File: src/rtl/core/c39_pkg.sv
// Shared types, constants and table functions of the Code 39 full-ASCII encoder.
// Used by every module in rtl/core; depends on nothing.
package c39_pkg;

	localparam int QUIET_MULTIPLE_DEF = 10;
	localparam int QUEUE_DEPTH_DEF    = 2;

	localparam logic [1:0] ACT_START = 2'd0;
	localparam logic [1:0] ACT_DATA  = 2'd1;
	localparam logic [1:0] ACT_STOP  = 2'd2;

	localparam logic [1:0] KIND_QUIET = 2'd0;
	localparam logic [1:0] KIND_GUARD = 2'd1;
	localparam logic [1:0] KIND_DATA  = 2'd2;

	localparam logic [1:0] REG_THIN  = 2'd0;
	localparam logic [1:0] REG_THICK = 2'd1;
	localparam logic [1:0] REG_LABEL = 2'd2;

	localparam logic [3:0] THIN_RST  = 4'd2;
	localparam logic [4:0] THICK_RST = 5'd5;
	localparam logic       LABEL_RST = 1'b1;

	localparam logic [6:0] CH_STAR = 7'h2A;

	typedef struct packed {
		logic [1:0] action;
		logic [7:0] char_code;
	} char_word_t;

	typedef struct packed {
		logic [7:0] bar_width;
		logic       bar_dark;
		logic [1:0] bar_kind;
		logic       text_below;
		logic       label_valid;
		logic [6:0] label_char;
		logic [7:0] label_width;
		logic       last;
	} bar_word_t;

	typedef struct packed {
		logic [3:0] thin;
		logic [4:0] thick;
		logic       label_en;
	} cfg_t;

	typedef struct packed {
		logic       start;
		logic       post;
		logic       two;
		logic [6:0] sym0;
		logic [8:0] pat0;
		logic [6:0] sym1;
		logic [8:0] pat1;
	} job_t;

	typedef struct packed {
		logic full;
		logic empty;
	} queue_stat_t;

	// {first symbol, second symbol}; second is zero for a single symbol
	function automatic logic [13:0] full_ascii(input logic [7:0] c);
		logic [7:0] f;
		logic [7:0] sn;
		f  = 8'h00;
		sn = 8'h00;
		case (c) inside
			8'd0: begin
				f = 8'h25; sn = 8'h55;
			end
			[8'd1:8'd26]: begin
				f = 8'h24; sn = c + 8'd64;
			end
			[8'd27:8'd31]: begin
				f = 8'h25; sn = c + 8'd38;
			end
			8'd32, 8'd45, 8'd46, [8'd48:8'd57], [8'd65:8'd90]: begin
				f = c;
			end
			[8'd33:8'd44]: begin
				f = 8'h2F; sn = c + 8'd32;
			end
			8'd47: begin
				f = 8'h2F; sn = 8'h4F;
			end
			8'd58: begin
				f = 8'h2F; sn = 8'h5A;
			end
			[8'd59:8'd63]: begin
				f = 8'h25; sn = c + 8'd11;
			end
			8'd64: begin
				f = 8'h25; sn = 8'h56;
			end
			[8'd91:8'd95]: begin
				f = 8'h25; sn = c - 8'd16;
			end
			8'd96: begin
				f = 8'h25; sn = 8'h57;
			end
			[8'd97:8'd122]: begin
				f = 8'h2B; sn = c - 8'd32;
			end
			[8'd123:8'd127]: begin
				f = 8'h25; sn = c - 8'd43;
			end
			default: begin
				f = 8'h00; sn = 8'h00;
			end
		endcase
		return {f[6:0], sn[6:0]};
	endfunction

	// thick flags of the nine elements of one symbol, element 0 in bit 0
	function automatic logic [8:0] sym_pattern(input logic [6:0] c);
		logic [3:0] d;
		logic [1:0] s;
		logic [3:0] b;
		logic       plain;
		logic [8:0] p;
		d     = 4'd0;
		s     = 2'd0;
		plain = 1'b1;
		case (c) inside
			[7'h31:7'h39]: begin
				d = 4'(c - 7'h31); s = 2'd0;
			end
			7'h30: begin
				d = 4'd9; s = 2'd0;
			end
			[7'h41:7'h4A]: begin
				d = 4'(c - 7'h41); s = 2'd1;
			end
			[7'h4B:7'h54]: begin
				d = 4'(c - 7'h4B); s = 2'd2;
			end
			[7'h55:7'h5A]: begin
				d = 4'(c - 7'h55); s = 2'd3;
			end
			7'h2D: begin
				d = 4'd6; s = 2'd3;
			end
			7'h2E: begin
				d = 4'd7; s = 2'd3;
			end
			7'h20: begin
				d = 4'd8; s = 2'd3;
			end
			7'h2A: begin
				d = 4'd9; s = 2'd3;
			end
			default: begin
				plain = 1'b0;
			end
		endcase
		b = d + 4'd1;
		if (b >= 4'd7) b = b + 4'd1;
		if (b >= 4'd11) b = b + 4'd1;
		if (plain) begin
			p[0] = b[0];
			p[1] = (s == 2'd3);
			p[2] = b[1];
			p[3] = (s == 2'd0);
			p[4] = b[2];
			p[5] = (s == 2'd1);
			p[6] = b[3];
			p[7] = (s == 2'd2);
			p[8] = (b == 4'd1) || (b == 4'd2) || (b == 4'd4) || (b == 4'd8);
		end else begin
			p = 9'd0;
			p[1] = (c != 7'h25);
			p[3] = (c != 7'h2B);
			p[5] = (c != 7'h2F);
			p[7] = (c != 7'h24);
		end
		return p;
	endfunction

endpackage

File: src/rtl/core/c39_front.sv
// Front end: accepts input words and classifies them into symbol jobs.
// Depends on c39_pkg for word types and the full-ASCII and pattern tables.
module c39_front (
	input  logic                 char_valid,
	output logic                 char_stall,
	input  c39_pkg::char_word_t  char_word,
	input  c39_pkg::queue_stat_t queue_stat,
	output logic                 push,
	output c39_pkg::job_t        push_job
);

	logic [13:0] map;
	logic        keep;

	assign map        = c39_pkg::full_ascii(char_word.char_code);
	assign char_stall = queue_stat.full;

	always_comb begin
		push_job      = '0;
		keep          = 1'b0;
		push_job.sym0 = c39_pkg::CH_STAR;
		case (char_word.action)
			c39_pkg::ACT_START: begin
				keep           = 1'b1;
				push_job.start = 1'b1;
			end
			c39_pkg::ACT_DATA: begin
				keep          = !char_word.char_code[7];
				push_job.sym0 = map[13:7];
				push_job.sym1 = map[6:0];
				push_job.two  = (map[6:0] != 7'd0);
			end
			c39_pkg::ACT_STOP: begin
				keep          = 1'b1;
				push_job.post = 1'b1;
			end
			default: begin
				keep = 1'b0;
			end
		endcase
		push_job.pat0 = c39_pkg::sym_pattern(push_job.sym0);
		push_job.pat1 = c39_pkg::sym_pattern(push_job.sym1);
	end

	// drop words that produce no elements
	assign push = char_valid && !queue_stat.full && keep;

endmodule

File: src/rtl/core/c39_queue.sv
// Short job queue between the front end and the element sequencer.
// Depends on c39_pkg for the job and status types.
module c39_queue #(
	parameter int DEPTH = c39_pkg::QUEUE_DEPTH_DEF
) (
	input  logic                 clk,
	input  logic                 arst_n,
	input  logic                 push,
	input  c39_pkg::job_t        push_job,
	input  logic                 pop,
	output c39_pkg::job_t        pop_job,
	output c39_pkg::queue_stat_t queue_stat
);

	localparam int AW = (DEPTH > 1) ? $clog2(DEPTH) : 1;
	localparam int CW = $clog2(DEPTH + 1);

	c39_pkg::job_t mem_q [DEPTH];
	logic [AW-1:0] wptr_q, rptr_q;
	logic [CW-1:0] count_q;

	assign pop_job          = mem_q[rptr_q];
	assign queue_stat.full  = (count_q == CW'(DEPTH));
	assign queue_stat.empty = (count_q == '0);

	always_ff @(posedge clk) begin
		if (push) mem_q[wptr_q] <= push_job;
	end

	always_ff @(posedge clk or negedge arst_n) begin
		if (!arst_n) begin
			wptr_q  <= '0;
			rptr_q  <= '0;
			count_q <= '0;
		end else begin
			if (push) wptr_q <= (wptr_q == AW'(DEPTH - 1)) ? '0 : wptr_q + 1'b1;
			if (pop) rptr_q <= (rptr_q == AW'(DEPTH - 1)) ? '0 : rptr_q + 1'b1;
			if (push && !pop) count_q <= count_q + 1'b1;
			else if (pop && !push) count_q <= count_q - 1'b1;
		end
	end

endmodule

File: src/rtl/core/c39_back.sv
// Element sequencer: steps each job through quiet zones, guards and bars,
// one element per cycle into a registered output unless the output stalls. Depends on c39_pkg.
module c39_back #(
	parameter int QUIET_MULTIPLE = c39_pkg::QUIET_MULTIPLE_DEF
) (
	input  logic                 clk,
	input  logic                 arst_n,
	input  c39_pkg::cfg_t        cfg,
	input  c39_pkg::queue_stat_t queue_stat,
	output logic                 pop,
	input  c39_pkg::job_t        pop_job,
	output logic                 bar_valid,
	input  logic                 bar_stall,
	output c39_pkg::bar_word_t   bar_word
);

	localparam logic [1:0] PH_QPRE  = 2'd0;
	localparam logic [1:0] PH_SYM   = 2'd1;
	localparam logic [1:0] PH_QPOST = 2'd2;

	c39_pkg::job_t      cur_q;
	c39_pkg::bar_word_t bar_q, elem;
	logic               busy_q, color_q, seen_q, symi_q, bar_valid_q;
	logic [1:0]         phase_q;
	logic [3:0]         cnt_q, bar_idx;
	logic               adv, step, is_guard, sym_end, finish, black, take;
	logic [6:0]         sym_char;
	logic [8:0]         sym_pat;
	logic [7:0]         quiet_w, label_w;

	assign adv      = !bar_valid_q || !bar_stall;
	assign step     = busy_q && adv;
	assign sym_char = symi_q ? cur_q.sym1 : cur_q.sym0;
	assign sym_pat  = symi_q ? cur_q.pat1 : cur_q.pat0;
	assign is_guard = (phase_q == PH_SYM) && (cnt_q == 4'd0) && seen_q;
	assign bar_idx  = (cnt_q == 4'd0) ? 4'd0 : cnt_q - 4'd1;
	assign sym_end  = (phase_q == PH_SYM) && !is_guard && (bar_idx == 4'd8);
	assign finish   = (phase_q == PH_QPOST) ||
	                  (sym_end && !(!symi_q && cur_q.two) && !cur_q.post);
	assign black    = (phase_q == PH_QPRE) ? 1'b0 : color_q;
	assign take     = !queue_stat.empty && (!busy_q || (step && finish));
	assign pop      = take;
	assign quiet_w  = {4'd0, cfg.thin} * 8'(QUIET_MULTIPLE);
	assign label_w  = {3'd0, cfg.thick} * 8'd3 + {4'd0, cfg.thin} * 8'd6;

	always_comb begin
		elem          = '0;
		elem.bar_dark = black;
		elem.last     = finish;
		if (phase_q == PH_SYM && !is_guard) begin
			elem.bar_kind   = c39_pkg::KIND_DATA;
			elem.bar_width  = sym_pat[bar_idx] ? {3'd0, cfg.thick} : {4'd0, cfg.thin};
			elem.text_below = cfg.label_en;
			if (cfg.label_en && bar_idx == 4'd0) begin
				elem.label_valid = 1'b1;
				elem.label_char  = sym_char;
				elem.label_width = label_w;
			end
		end else if (is_guard) begin
			elem.bar_kind  = c39_pkg::KIND_GUARD;
			elem.bar_width = {4'd0, cfg.thin};
		end else begin
			elem.bar_kind  = c39_pkg::KIND_QUIET;
			elem.bar_width = quiet_w;
		end
	end

	always_ff @(posedge clk) begin
		if (take) cur_q <= pop_job;
		if (step) bar_q <= elem;
	end

	always_ff @(posedge clk or negedge arst_n) begin
		if (!arst_n) begin
			busy_q      <= 1'b0;
			color_q     <= 1'b0;
			seen_q      <= 1'b0;
			symi_q      <= 1'b0;
			phase_q     <= PH_QPRE;
			cnt_q       <= 4'd0;
			bar_valid_q <= 1'b0;
		end else begin
			if (adv) bar_valid_q <= busy_q;
			if (step) begin
				color_q <= ~black;
				if (phase_q == PH_QPRE) seen_q <= 1'b0;
				else if (phase_q == PH_SYM) seen_q <= 1'b1;
			end
			if (take) begin
				busy_q  <= 1'b1;
				phase_q <= pop_job.start ? PH_QPRE : PH_SYM;
				cnt_q   <= 4'd0;
				symi_q  <= 1'b0;
			end else if (step) begin
				case (phase_q)
					PH_QPRE: begin
						phase_q <= PH_SYM;
						cnt_q   <= 4'd0;
					end
					PH_SYM: begin
						if (is_guard) begin
							cnt_q <= 4'd1;
						end else if (sym_end) begin
							if (!symi_q && cur_q.two) begin
								symi_q <= 1'b1;
								cnt_q  <= 4'd0;
							end else if (cur_q.post) begin
								phase_q <= PH_QPOST;
							end
						end else begin
							cnt_q <= (cnt_q == 4'd0) ? 4'd2 : cnt_q + 4'd1;
						end
					end
					default: begin
						phase_q <= PH_QPOST;
					end
				endcase
				if (finish) busy_q <= 1'b0;
			end
		end
	end

	assign bar_valid = bar_valid_q;
	assign bar_word  = bar_q;

endmodule

File: src/rtl/core/code39_full_ascii_encoder.sv
// Code 39 full-ASCII encoder top level: APB registers, front end, job queue, sequencer.
// A word's first element passes the queue, the job register and the output register.
// Throughput: one element per cycle unless the output stalls, set by the sequencer's
// single output; elements per word: start 10, stop 10 or 11, character 9 to 20.
// Up to QUEUE_DEPTH classified words wait in the queue while the output stalls.
// Reset clears the queue, the sequencer and the registers (thin 2, thick 5, label 1).
module code39_full_ascii_encoder #(
	parameter int QUIET_MULTIPLE = c39_pkg::QUIET_MULTIPLE_DEF,
	parameter int QUEUE_DEPTH    = c39_pkg::QUEUE_DEPTH_DEF
) (
	input  logic                clk,
	input  logic                arst_n,
	input  logic                char_valid,
	output logic                char_stall,
	input  c39_pkg::char_word_t char_word,
	output logic                bar_valid,
	input  logic                bar_stall,
	output c39_pkg::bar_word_t  bar_word,
	input  logic                psel,
	input  logic                penable,
	input  logic                pwrite,
	input  logic [3:0]          paddr,
	input  logic [31:0]         pwdata,
	output logic [31:0]         prdata,
	output logic                pready
);

	c39_pkg::cfg_t        cfg_q;
	c39_pkg::queue_stat_t queue_stat;
	c39_pkg::job_t        push_job, pop_job;
	logic                 push, pop;

	assign pready = 1'b1;

	always_ff @(posedge clk or negedge arst_n) begin
		if (!arst_n) begin
			cfg_q.thin     <= c39_pkg::THIN_RST;
			cfg_q.thick    <= c39_pkg::THICK_RST;
			cfg_q.label_en <= c39_pkg::LABEL_RST;
		end else if (psel && penable && pwrite && pready) begin
			case (paddr[3:2])
				c39_pkg::REG_THIN:  cfg_q.thin     <= pwdata[3:0];
				c39_pkg::REG_THICK: cfg_q.thick    <= pwdata[4:0];
				c39_pkg::REG_LABEL: cfg_q.label_en <= pwdata[0];
				default: ;
			endcase
		end
	end

	always_comb begin
		prdata = 32'd0;
		case (paddr[3:2])
			c39_pkg::REG_THIN:  prdata = {28'd0, cfg_q.thin};
			c39_pkg::REG_THICK: prdata = {27'd0, cfg_q.thick};
			c39_pkg::REG_LABEL: prdata = {31'd0, cfg_q.label_en};
			default:            prdata = 32'd0;
		endcase
	end

	c39_front u_front (
		.char_valid (char_valid),
		.char_stall (char_stall),
		.char_word  (char_word),
		.queue_stat (queue_stat),
		.push       (push),
		.push_job   (push_job)
	);

	c39_queue #(
		.DEPTH (QUEUE_DEPTH)
	) u_queue (
		.clk        (clk),
		.arst_n     (arst_n),
		.push       (push),
		.push_job   (push_job),
		.pop        (pop),
		.pop_job    (pop_job),
		.queue_stat (queue_stat)
	);

	c39_back #(
		.QUIET_MULTIPLE (QUIET_MULTIPLE)
	) u_back (
		.clk        (clk),
		.arst_n     (arst_n),
		.cfg        (cfg_q),
		.queue_stat (queue_stat),
		.pop        (pop),
		.pop_job    (pop_job),
		.bar_valid  (bar_valid),
		.bar_stall  (bar_stall),
		.bar_word   (bar_word)
	);

	a_pop_not_empty: assert property (@(posedge clk) disable iff (!arst_n)
		pop |-> !queue_stat.empty)
		else $error("job taken from an empty queue");

	a_label_on_data: assert property (@(posedge clk) disable iff (!arst_n)
		bar_valid && bar_word.label_valid |->
			bar_word.bar_kind == c39_pkg::KIND_DATA && bar_word.text_below)
		else $error("label mark outside a data element");

	a_guard_width: assert property (@(posedge clk) disable iff (!arst_n)
		bar_valid && bar_word.bar_kind == c39_pkg::KIND_GUARD |->
			bar_word.bar_width == {4'd0, cfg_q.thin} && !bar_word.text_below)
		else $error("guard gap with wrong width or text flag");

endmodule
File: config.mk
export PLATFORM = sky130hd
export DESIGN_NAME = code39_full_ascii_encoder
export DESIGN_NICKNAME = d
export VERILOG_FILES = /design/src/rtl/core/c39_pkg.sv /design/src/rtl/core/c39_front.sv /design/src/rtl/core/c39_queue.sv /design/src/rtl/core/c39_back.sv /design/src/rtl/core/code39_full_ascii_encoder.sv
export SDC_FILE = /design/constraint.sdc
export NUM_CORES = 1
export LEC_CHECK = 0
export ABC_AREA = 1
export BUFFER_PORTS_ARGS = -buffer_cell sky130_fd_sc_hd__buf_2
export CORE_ASPECT_RATIO = 1.5
export CORE_MARGIN = 4
export CORE_UTILIZATION = 44
export DETAILED_ROUTE_END_ITERATION = 8
export PLACE_DENSITY = 0.65
export SYNTH_ARGS = -nofsm -noshare
export SYNTH_HDL_FRONTEND = slang
export SYNTH_SLANG_ARGS = --single-unit
File: constraint.sdc
create_clock -name clk -period 4.45 [get_ports clk]
set_input_delay 0.89 -clock clk [delete_from_list [all_inputs] [get_ports clk]]
set_output_delay 0.89 -clock clk [all_outputs]
set_load 0.1 [all_outputs]
==> run metrics <==
minimum clock period just over 5 ns; average routed wire per standard cell ~15 um; Fin Setup TNS -10.34 ns; Vias/cell around 5; slowest stage cell on the critical path a21oi_4; Setup Crit Path Kind in2reg; VDD IR-drop max between 0.3 and 0.4 mV; Worst Tran Pin Value around 1.0 ns; CTS tree yes; Layout Area Growth over Synthesis 42.6%; WL final 29700 um; Async SR Flop Fraction around 16%; Yosys cell types 56; Critical Path Source Type input port; CTS Root Cell clkbuf_16; Mean Syn Cell Area about 8.1 sq um; port bufs approximately 60; placed wire-length estimate between 20000 and 25000 um; Hold WC Path Type in2async; number of synthesized flops with an enable pin 133; share of the synthesized area in the top cell type 37.6%; worst skew pair latency approximately 0.42 ns; final-report setup violation count 20; Tcrit/Tclk final 116%; ys flop type edfxtp_1; RSZ-0062 raised after global routing true; Arrival @ worst endpoint about 5.3 ns; GRT Total Usage between 20 and 25%; fillcell total between 1500 and 2000; mapped cell area ~11000 sq um; mux cell area share after synthesis 0%; most common cell after layout, fill and taps aside nand2_1; Slowest Stage Delay on Critical Path roughly 0.24 ns; initial core utilization between 40 and 50%; violations in the final reports setup timing; layout net count 1764; post-synthesis register bit count 158; CTS Hold Bufs 0; Num CTS Buffers 17; die height 198 um; Synth Area in Compound Gates between 9 and 10%; number of global-route vias before repair around 10000; drt first pass iters 6; sequential area share after synthesis between 40% and 50%; Crit path required time between 4 and 5 ns; Routed Antenna Nets 0; Max-Cap Viols 0; slew margin rel. a little under a third; most area-hungry cell type in the Yosys netlist edfxtp_1; largest net degree at the start of global routing 39; final slew viol count 0; Synth Area in Adders under 10%; fin worst setup slack -0.704 ns; clock sink count about 160; die area about 27000 sq um; status finished, violations left; XOR/XNOR share of the synthesized area 1.40%; DRC 0; main combinational cell family by area after synthesis simple AND/OR/NAND/NOR gates; DR iter-0 viols between 400 and 500; FMAX ~190 MHz; ant diodes 0; via count between 10000 and 15000; simple-gate area share of the yosys netlist slightly below 30%; I/O pins 117; Rows 69; Final Total Pwr between 7 and 8 mW; H-tree depth 4; synthesized instance count approximately 1300; layout cells sized above 1 a little over 40%; global-route wire length before repair ~46000 um; clk buf depth 2; commonest cells after routing, fill and taps aside nand2_1, buf_4, edfxtp_1; total global routing overflow 0; worst-case reg-to-reg path depth 18; Power Dens Cells a little under 500 nW/um^2; Synth area leaders edfxtp_1, nand2_1, ha_1, inv_1, dfrtp_1; Reg clk slew, reported paths 0.06 ns; RePlAce Congestion around 0.95; Final Hold Violating Endpoints 0; initial antenna violation count 0; final clock skew around 0.0086 ns; Core Box Area between 20000 and 25000 sq um; synth warn 0; die width about 130 um; Lkg Pwr 6.94 nW; Crit. End Element register; CP Max Fanout 5
-- through the flow --
step / cells / area, sq um / util (%) / setup slack (ns) / hold WS (ns)
global route: 1984 / 15100 / 63.8 / -0.982 / 0.498
global placement: 1897 / 13100 / 55.1 / -1.17 / 0.468
detailed placement: 1897 / 13100 / 55.1 / -1.29 / 0.478
CTS: 1965 / 14600 / 61.4 / -0.535 / 0.488
floorplan: 1334 / 10900 / - / -0.623 / 0.453
finish: 1984 / 15100 / 63.8 / -0.704 / 0.475
-- sequential cells by signal, summed over array words and instances (netlist names) --
name,count
u_queue.mem_q,70
u_back.cur_q,34
u_back.bar_word,29
cfg_q,10
u_back.cnt_q,4
u_back.phase_q,2
u_queue.count_q,2
u_back.bar_valid,1
u_back.busy_q,1
u_back.color_q,1
u_back.seen_q,1
u_back.symi_q,1
u_queue.rptr_q,1
u_queue.wptr_q,1
-- repair_timing --
item                                    4_1_cts  5_1_grt
endpoints found under the setup margin       20       20
buffers inserted                             37       20
endpoints found under the hold margin         0        0
gates resized for setup                     160       99
pin swaps                                    88       75
cloned                                        1        0
-- cells in the mapped netlist (4+ instances only) --
master	n
buf_4	29
edfxtp_1	133
clkbuf_1	10
nand2_4	6
ha_1	52
a21oi_1	39
o21ai_1	12
inv_2	23
nand2_2	37
o22ai_1	5
nor3_1	15
o211ai_1	5
nor2_1	127
xor2_1	14
nand4_1	11
nand3_1	75
nor2_4	8
inv_1	148
clkinv_1	8
dfstp_2	4
o21ai_0	62
o21ai_2	8
nand3b_1	5
fa_1	7
nand2_1	367
or2_2	4
nand3_2	9
inv_4	4
dfrtp_1	21
nor2_2	14
-- cell families after synthesis --
| family | Yosys count |
|---|---|
| fa+ha+maj | 59 |
| other cells | 2 |
| compound gates | 160 |
| buf+inv | 227 |
| flops | 158 |
| simple gates | 685 |
| xor+xnor | 17 |
-- final timing paths --
check / startpoint / end / slack (ns)
worst max-delay path: char_word[1] / u_queue.mem_q[1][8] / -0.70
worst min-delay path: arst_n / u_back.bar_valid / 0.47
worst max register to register: u_back.cnt_q[0] / u_back.phase_q[0] / 0.87
worst min register to register: u_back.color_q / u_back.color_q / 0.49
max in group asynchronous: arst_n / cfg_q[9] / 3.57
min in group clk: u_back.color_q / u_back.color_q / 0.49
-- area by class of cell --
cell class,count,area (sq um),share of cell area (%)
Tap cell,319,399,2.64
Clock buffer,18,429,2.83
Clock inverter,14,183,1.21
Multi-Input combinational cell,950,6210,41.0
Timing Repair Buffer,342,2570,17.0
Inverter,183,732,4.83
Sequential cell,158,4620,30.5
-- per-layer routing --
layer	routed length (um)	GRT usage, %
met1	9810	19.6
met2	16900	43.4
met3	1150	2.95
met4	1940	13.8
met5	0	0
-- power breakdown --
part           switching, mW  leakage, nW  internal (mW)
Combinational           2.49         5.09           1.08
Clock                  0.595        0.301          0.897
Sequential             0.171         1.55           2.21
Total                   3.25         6.94           4.19
-- critical path, delay by kind of cell --
| kind | cells | cell delay [ns] |
|---|---|---|
| and+or+nand+nor | 26 | 2.22 |
| buffers and inverters | 11 | 0.94 |
| adders and majority gates | 4 | 0.65 |
| AOI/OAI and AO/OA | 4 | 0.61 |
Power figures use the tool's default switching activity.
